$ cat src/rtl/erte_pkg.sv
`timescale 1ns / 1ps
package erte_pkg;

	localparam int MAX_ENTRIES      = 64;
	localparam int CODE_UNIT_BYTES  = 2;
	localparam int VALUE_BITS       = 24;

	localparam int GROUP_BITS       = 6;
	localparam int VALUES_PER_ENTRY = 4;
	localparam int PAYLOAD_MSB      = GROUP_BITS - 1;
	localparam int CONT_BIT         = 6;

	localparam int IDX_W    = $clog2(MAX_ENTRIES);
	localparam int COUNT_W  = $clog2(MAX_ENTRIES + 1);
	localparam int POS_W    = $clog2(VALUES_PER_ENTRY);

	localparam int FUNC_W   = 2;
	localparam int BYTE_W   = 8;
	localparam int QUERY_W  = 26;
	localparam int STATUS_W = 2;
	localparam int INDEX_W  = 6;
	localparam int START_W  = 25;
	localparam int END_W    = 26;
	localparam int TARGET_W = 25;
	localparam int DEPTH_W  = 23;

	localparam logic [FUNC_W-1:0] FUNC_CLEAR  = 2'd0;
	localparam logic [FUNC_W-1:0] FUNC_BYTE   = 2'd1;
	localparam logic [FUNC_W-1:0] FUNC_LOOKUP = 2'd2;

	localparam logic [STATUS_W-1:0] STAT_OK    = 2'd0;
	localparam logic [STATUS_W-1:0] STAT_FULL  = 2'd1;
	localparam logic [STATUS_W-1:0] STAT_TRUNC = 2'd2;

	localparam logic KIND_ENTRY  = 1'b0;
	localparam logic KIND_LOOKUP = 1'b1;

	typedef struct packed {
		logic [START_W-1:0]  start_byte;
		logic [END_W-1:0]    end_byte;
		logic [TARGET_W-1:0] target_byte;
		logic [DEPTH_W-1:0]  stack_depth;
		logic                push_lasti;
	} entry_t;

	// Commands from the controller to the datapath.
	typedef struct packed {
		logic clear;
		logic take_byte;
		logic scan_first;
		logic scan_next;
		logic emit_hit;
		logic emit_miss;
	} cmd_t;

	// Status from the datapath to the controller.
	typedef struct packed {
		logic count_zero;
		logic hit;
		logic last;
	} dp_status_t;

endpackage

$ cat src/rtl/erte_ctrl.sv
`timescale 1ns / 1ps
module erte_ctrl
	import erte_pkg::*;
(
	input  logic              clk,
	input  logic              arst_n,
	input  logic              start,
	input  logic [FUNC_W-1:0] func,
	input  dp_status_t        dp_stat,
	output cmd_t              cmd,
	output logic              busy
);

	typedef enum logic [1:0] {
		ST_IDLE = 2'b01,
		ST_SCAN = 2'b10
	} state_t;

	state_t state_q;
	state_t state_d;

	assign busy = (state_q != ST_IDLE);

	always_comb begin
		state_d = state_q;
		cmd     = '0;
		unique case (state_q)
			ST_IDLE: begin
				if (start) begin
					if (func == FUNC_CLEAR) begin
						cmd.clear = 1'b1;
					end else if (func == FUNC_BYTE) begin
						cmd.take_byte = 1'b1;
					end else if (func == FUNC_LOOKUP) begin
						if (dp_stat.count_zero) begin
							cmd.emit_miss = 1'b1;
						end else begin
							cmd.scan_first = 1'b1;
							state_d        = ST_SCAN;
						end
					end
				end
			end
			ST_SCAN: begin
				if (dp_stat.hit) begin
					cmd.emit_hit = 1'b1;
					state_d      = ST_IDLE;
				end else if (dp_stat.last) begin
					cmd.emit_miss = 1'b1;
					state_d       = ST_IDLE;
				end else begin
					cmd.scan_next = 1'b1;
				end
			end
			default: begin
				state_d = ST_IDLE;
			end
		endcase
	end

	always_ff @(posedge clk or negedge arst_n) begin
		if (!arst_n) begin
			state_q <= ST_IDLE;
		end else begin
			state_q <= state_d;
		end
	end

endmodule

$ cat config.mk
export PLATFORM = sky130hd
export DESIGN_NAME = erte_ctrl
export DESIGN_NICKNAME = d
export VERILOG_FILES = /design/src/rtl/erte_pkg.sv /design/src/rtl/erte_ctrl.sv
export SDC_FILE = /design/constraint.sdc
export NUM_CORES = 1
export LEC_CHECK = 0
export ABC_AREA = 1
export BUFFER_PORTS_ARGS = -buffer_cell sky130_fd_sc_hd__buf_2
export CAP_MARGIN = 20
export CORE_AREA = 10 10 47 49
export DETAILED_ROUTE_END_ITERATION = 6
export DIE_AREA = 0 0 57 59
export GPL_TIMING_DRIVEN = 0
export PLACE_DENSITY = 0.44
export REMOVE_ABC_BUFFERS = 1
export SLEW_MARGIN = 20
export SYNTH_ARGS = -nofsm -noshare
export SYNTH_HDL_FRONTEND = slang
export SYNTH_SLANG_ARGS = --single-unit
$ cat constraint.sdc
create_clock -name clk -period 3.9 [get_ports clk]
set_clock_uncertainty 0.1 [all_clocks]
set_input_delay 0.195 -clock clk [delete_from_list [all_inputs] [get_ports clk]]
set_output_delay 0.195 -clock clk [all_outputs]
set_load 0.005 [all_outputs]
### After elaboration in Yosys (flattened, before gate mapping)

Index checks and enable logic that the tools add are counted.

* input bits: 8
* register bits after elaboration: 2
* logic and storage cells: 42
* output and inout port bits: 7

* reduce and logical (&&, ||, !) cells: 2
* mux-type cells: 28
* eq/ne operators: 11

Operator list (count)
* $mux W2: 9
* $mux W1: 15
* $ne A2 B2 Y1 const B: 5
* $mux W3: 2
* $reduce_and A6 Y1: 1
* $eq A2 B1 Y1 const B: 2
* $eq A2 B2 Y1 const B: 2
* $pmux W2 S2: 1
* $ne A3 B3 Y1 const B: 1
* $logic_not A2 Y1: 1
* $ne A2 B1 Y1 const B: 1
* $pmux W1 S2: 1

### Depth between registers and ports, before layout

Gate-level depths: netlist (run 1).

* depth in word-level cells: 6
* gate-level depth with buffers: 7
* depth with buffers taken out: 7

### Worst setup path after synthesis (run 1)

No wires, ideal clock.

* path kind: reg-to-output
* start point: register state_q[0]
* end point: output cmd[4] (netlist name)
* stages on the path, launching flop included: 4
* buffers on the path: 0
* data arrival time: 1.032 ns
* slack: 2.573 ns
* required time: 3.605 ns
* path through: dfstp_2 > ha_1 > nand2_1 > nor3b_1

RTL lines
* from (decl): line erte_ctrl.sv:19 `state_t state_q;`
* from (signal assigned): line erte_ctrl.sv:65 `state_q <= state_d;`
* to (decl): line erte_ctrl.sv:10 `output cmd_t cmd,`

==> results of run 1 <==
## per-stage QoR
stage          cell area [µm²]  hold slack, ps  cells  worst slack [ps]  total power, mW
2_1_floorplan              223            -201     32              2570           0.0856
4_1_cts                    349             181     67              2180            0.164
3_3_place_gp               313            -118     62              2420            0.108
5_1_grt                    349             189     67              2080            0.177
3_5_place_dp               313            -118     62              2430            0.109
6_report                   349             180     67              2200            0.159
## layer usage
metal / vias to the layer above / wire, µm / track usage [%]
met5: - / 0 / 0
met3: 0 / 45 / 2.36
met4: 0 / 0 / 3.02
met2: 5 / 328 / 6.67
li1: 135 / - / -
met1: 105 / 214 / 2.96
## cell families after synthesis
kind of cell | share of synthesized area (%)
flip-flops | 23.0
adder cells (fa/ha/maj) | 11.2
AO/OA/AOI/OAI | 2.25
buffers and inverters | 11.8
AND/OR/NAND/NOR | 51.7
## area by class of cell
class / count / area [µm²] / share of cell area (%)
flip-flops and latches: 2 / 51.3 / 14.7
multi-input cells: 23 / 145 / 41.6
well taps: 16 / 20.0 / 5.73
clock buffers: 4 / 26.3 / 7.53
inverters: 7 / 26.3 / 7.53
repair buffers: 15 / 80.1 / 22.9
## synth_stat cells, types with 2 or more instances
cell and number:
nand2_1 7, inv_1 5, nand2_2 4, ha_1 2
inv_2 2, nor2_4 2
## worst max-delay path by stage
stage,from,end,slack [ps],depth (start not counted)
2_1_floorplan,state_q[0],cmd[4],2570,3
3_5_place_dp,state_q[0],cmd[4],2430,4
6_report,state_q[0],cmd[4],2200,4
4_1_cts,state_q[0],cmd[4],2180,4
5_1_grt,state_q[0],cmd[4],2080,4
3_3_place_gp,state_q[0],cmd[4],2420,4
## cells in the final DEF, fill, tap and decap left out, types with 2 or more instances in the layout
master / count
buf_2: 14
nand2_1: 7
inv_1: 5
nand2_2: 4
clkbuf_4: 3
inv_2: 2
nor2_4: 2
ha_1: 2
## worst max-delay path, cell delays in order (launching register included)
cell	delay, ps
dfstp_2	530
ha_1	250
nand2_1	90
nor3b_1	170
buf_2	140
## power by group
group | internal [mW] | leakage [nW] | total [mW] | switching [mW]
clock network | 0.0381 | 0.0150 | 0.0513 | 0.0132
registers | 0.0317 | 0.0243 | 0.0370 | 0.00523
logic | 0.0290 | 0.166 | 0.0704 | 0.0414
total | 0.0988 | 0.205 | 0.159 | 0.0598
==> impl_metrics.toml, run 1 <==
[logic_synthesis]
synth_area_leader_cell = "dfstp_2"
syn_area_per_cell_um2 = 6.96
ys.warnings.count = 0
synth-seq-cells = 2
yosysSeqAreaShare_pct = 23.0
ys_types = 16
synth_top_area_share_pct = 11.8
syn_area_um2 = 223
synth.area.top_cells = "dfstp_2, nand2_1, dfrtp_1"
synth_flop_cell = "dfstp_2"
syn_inst = 32
async_flop_share_pct = 100
synth_edf_count = 0

[setup_path]
cp.required_ps = 3610
rrSetupSlack_ps = 2630
ff2ff_path_depth = 6
r2r-start = "state_q[0]"
reg2reg_to = "state_q[1]"
end_kind = "output pin"
cp_max_fo = 4
crit_path_start_kind = "flop"
cp_data_arrival_time_ps = 1400
critical_path_class = "flop to output pin"

[pwr]
max-vdd-ir-drop_mv = 0.131
power_leakage_nw = 0.205
powerDensity_nw_per_um2 = 454

[timing]
rsz0062_at_grt = "false"
final.min_clock_period_ps = 1700
worst_pin_slew_ps = 189
slew_headroom_pct = 87.4
setup_viol_count_final = 0
clock.fmax_mhz = 589
finalSetupTns_ps = 0
period_share_pct = 43.5
maxSlewViolCount = 0
hold_violations = 0

[clocking]
htree_levels = 1
clk_path_buf_depth = 2
clk_latency_ps = 230
cts.sinks = 2
numCtsBuffers = 3
cts_hold_buffers = 1
clkSlewWorstSetupHoldPaths_ps = 40
root_buffer = "clkbuf_4"
ctsResizeCount = 0
post-cts-setup-buffers = 0
tritoncts = "done"

[floorplan]
core_area_um2 = 1400
initial_core_util_pct = 15.9
ios = 15
fp.dieH_um = 59
dieArea_um2 = 3360
core.rowCount = 14
die_x_um = 57

[route]
viasPerCell = 3.66
wl_um = 588
drc = 0
ant_nets = 0
route.detailed.wl_per_inst_um = 8.78
first_pass_iters = 4
via_count = 245
drt-initial-drc-count = 2

[final_layout]
nets = 62
fill_cells = 168
final_core_util_pct = 24.9
largest_reg_flops = 2
area_growth_pct = 56.7
diodes = 0
drive_gt1_share_pct = 52.9
top_regs = "state_q x2"
regMostFlops = "state_q"

[grt]
grt_max_degree = 5
grt_pass1_vias = 262
gr-usage-all-layers_pct = 3.80
grt_pass1_wl_um = 986
grt_overflow = 0
antenna_found_initial = 0

[placement]
hpwl_um = 518
port_buffers = 14
gp_congestion = 0.666

[flow_run]
cap_violations = 0

[run_status]
status = "finished, final reports clean"

[worst_hold_path]
hp-class = "input port to asynchronous set/reset pin"
Note: power is estimated with default switching activity, not from simulation.
==> run 2, diff against run 1 <==
Settings changed: ABC_AREA 1 to 0, PLACE_DENSITY 0.44 to 0.43.
Clock period 3.9 ns to 1.5 ns, I/O delays scaled along.
==> impl_metrics.toml, run 2 <==
[run_status]
status = "finished, final reports clean"

[timing]
maxSlewViolCount = 0
period_share_pct = 97.8
whs_ps = 50.5
setup_viol_count_final = 0
final.setup.worst_slack_ps = 32.3
rsz0062_at_grt = "true"
clock.fmax_mhz = 681
hold_violations = 0
slew_headroom_pct = 89.2
worst_pin_slew_ps = 162
final.min_clock_period_ps = 1470

[pwr]
max-vdd-ir-drop_mv = 0.498
p_int_mw = 0.321
power_leakage_nw = 0.186
powerDensity_nw_per_um2 = 1380
p_comb_share_pct = 49.7
p_clk_share_pct = 26.6
p_sw_share_pct = 36.4
p_sw_mw = 0.184
seqPwrFrac_pct = 23.7

[clocking]
numCtsBuffers = 3
cts.sinks = 2
clk_latency_ps = 230
root_buffer = "clkbuf_4"
clkSlewWorstSetupHoldPaths_ps = 40
htree_levels = 1
clk_path_buf_depth = 2
tritoncts = "done"

[placement]
preCtsSetupSlack_ps = 42.6
gp_congestion = 0.708
postPlaceCellArea_um2 = 287
port_buffers = 14

[final_layout]
area_growth_pct = 86.6
final_cell_mix = "buf_2, clkbuf_4, inv_2, a21oi_1, ha_4"
diodes = 0
design_area_um2 = 367
largest_reg_flops = 2
final_core_util_pct = 26.2
drive_gt1_share_pct = 61.9
mostFrequentLayoutCell = "buf_2"
regMostFlops = "state_q"
nets = 53
top_regs = "state_q x2"

[route]
wl_um = 630
first_pass_iters = 2
ant_nets = 0
drc = 0
drt-initial-drc-count = 1
route.detailed.wl_per_inst_um = 10.9
via_count = 232
viasPerCell = 4.00

[setup_path]
worst-path-stages = 4
end_kind = "output pin"
ff2ff_path_depth = 5
path_cells = "inv_2, ha_4, and2_2, buf_6"
rrSetupSlack_ps = 80
cp_slowest_stage_delay_ps = 560
cp.required_ps = 1320
cp_data_arrival_time_ps = 1290
cp_max_fo = 3
reg2reg_to = "state_q[0]"
crit_path_start_kind = "flop"
crit_path_top_delay_cell = "dfstp_2"
critical_path_class = "flop to output pin"
cp_top_family = "flip-flops"
timing.critical_path.buf_inv = 2
r2r-start = "state_q[0]"

[logic_synthesis]
syn_inst = 22
synth.area.top_cells = "dfstp_2, dfrtp_1, ha_1"
synth_area_leader_cell = "dfstp_2"
synth_most_common_cell = "inv_1"
synth_commonest_cells = "inv_1, a21oi_1, ha_1"
synth_top_area_share_pct = 13.4
synth_edf_count = 0
ys.warnings.count = 0
syn_area_um2 = 196
synth_flop_cell = "dfstp_2"
synth-seq-cells = 2
yosysSeqAreaShare_pct = 26.1
syn_area_per_cell_um2 = 8.93
async_flop_share_pct = 100
ys_types = 18

[grt]
grt_overflow = 0
antenna_found_initial = 0
grt_max_degree = 5
grt_pass1_wl_um = 1010
gr-usage-all-layers_pct = 3.98
grt_pass1_vias = 263

[flow_run]
cap_violations = 0

[floorplan]
die_x_um = 57
core.rowCount = 14
core_area_um2 = 1400
ios = 15
fp.dieH_um = 59
dieArea_um2 = 3360
initial_core_util_pct = 14.0

[worst_hold_path]
hp-class = "input port to asynchronous set/reset pin"
==> run 2: cell count changes in the layout (fill, tap and decap cells not counted), moves of 2 or more <==
cell,previous run,this run
nand2_2,4,0
nor2_4,2,0
nand2_1,7,1
ha_1,2,0
ha_4,0,2
inv_1,5,1
==> run 2: worst max-delay path by stage <==
stage	start	slack [ps]	to
after CTS	state_q[0]	9	cmd[4]
final	state_q[0]	30	cmd[1]
after detailed placement	state_q[0]	40	state_q[0]
after global routing	state_q[0]	-50	cmd[0]
after global placement	state_q[0]	40	state_q[0]
after floorplan	state_q[0]	100	state_q[0]
==> run 2: stage by stage <==
step	power, mW	std cells	setup TNS (ps)
2_1_floorplan	0.217	22	0
3_3_place_gp	0.291	52	0
3_5_place_dp	0.294	52	0
4_1_cts	0.511	58	0
5_1_grt	0.561	58	-87.6
6_report	0.504	58	0
==> run 2: cell families after synthesis <==
| family | share of synthesized area (%) |
|---|---|
| AOI/OAI and AO/OA | 8.92 |
| and+or+nand+nor | 46.5 |
| buffers and inverters | 5.73 |
| adders and majority gates | 12.7 |
| DFF | 26.1 |
==> run 2: metal layers <==
metal  global-route usage [%]  vias to the layer above  part of all wire [%]
met5                        0                        -                     0
met4                     4.03                        0                  0.63
met3                     3.22                        2                    18
met2                     3.88                       15                    33
met1                     4.76                       97                    47
li1                         -                      118                     -
==> run 2: power groups by stage <==
stage                     sequential (mW)  clock (mW)  combinational [mW]
final                               0.120       0.134               0.250
after global routing                0.122       0.146               0.293
after CTS                           0.116       0.144               0.250
after detailed placement            0.103           0               0.191
after global placement              0.104           0               0.187
after floorplan                    0.0992           0               0.118
==> run 2: final cells by class <==
class	instances	area, µm²
clock buffers	4	26.3
inverters	3	11.3
multi-input cells	17	164
well taps	16	20.0
fillers	166	1030
flip-flops and latches	2	51.3
repair buffers	16	93.8
==> run 2: what timing repair did <==
action                                  in CTS  in global routing
endpoints found under the setup margin       4                  5
setup buffers                                1                  0
hold buffers                                 1                  0
resized for setup                            4                  3
hold endpoints to repair                     2                  0
pin swaps                                    3                  1
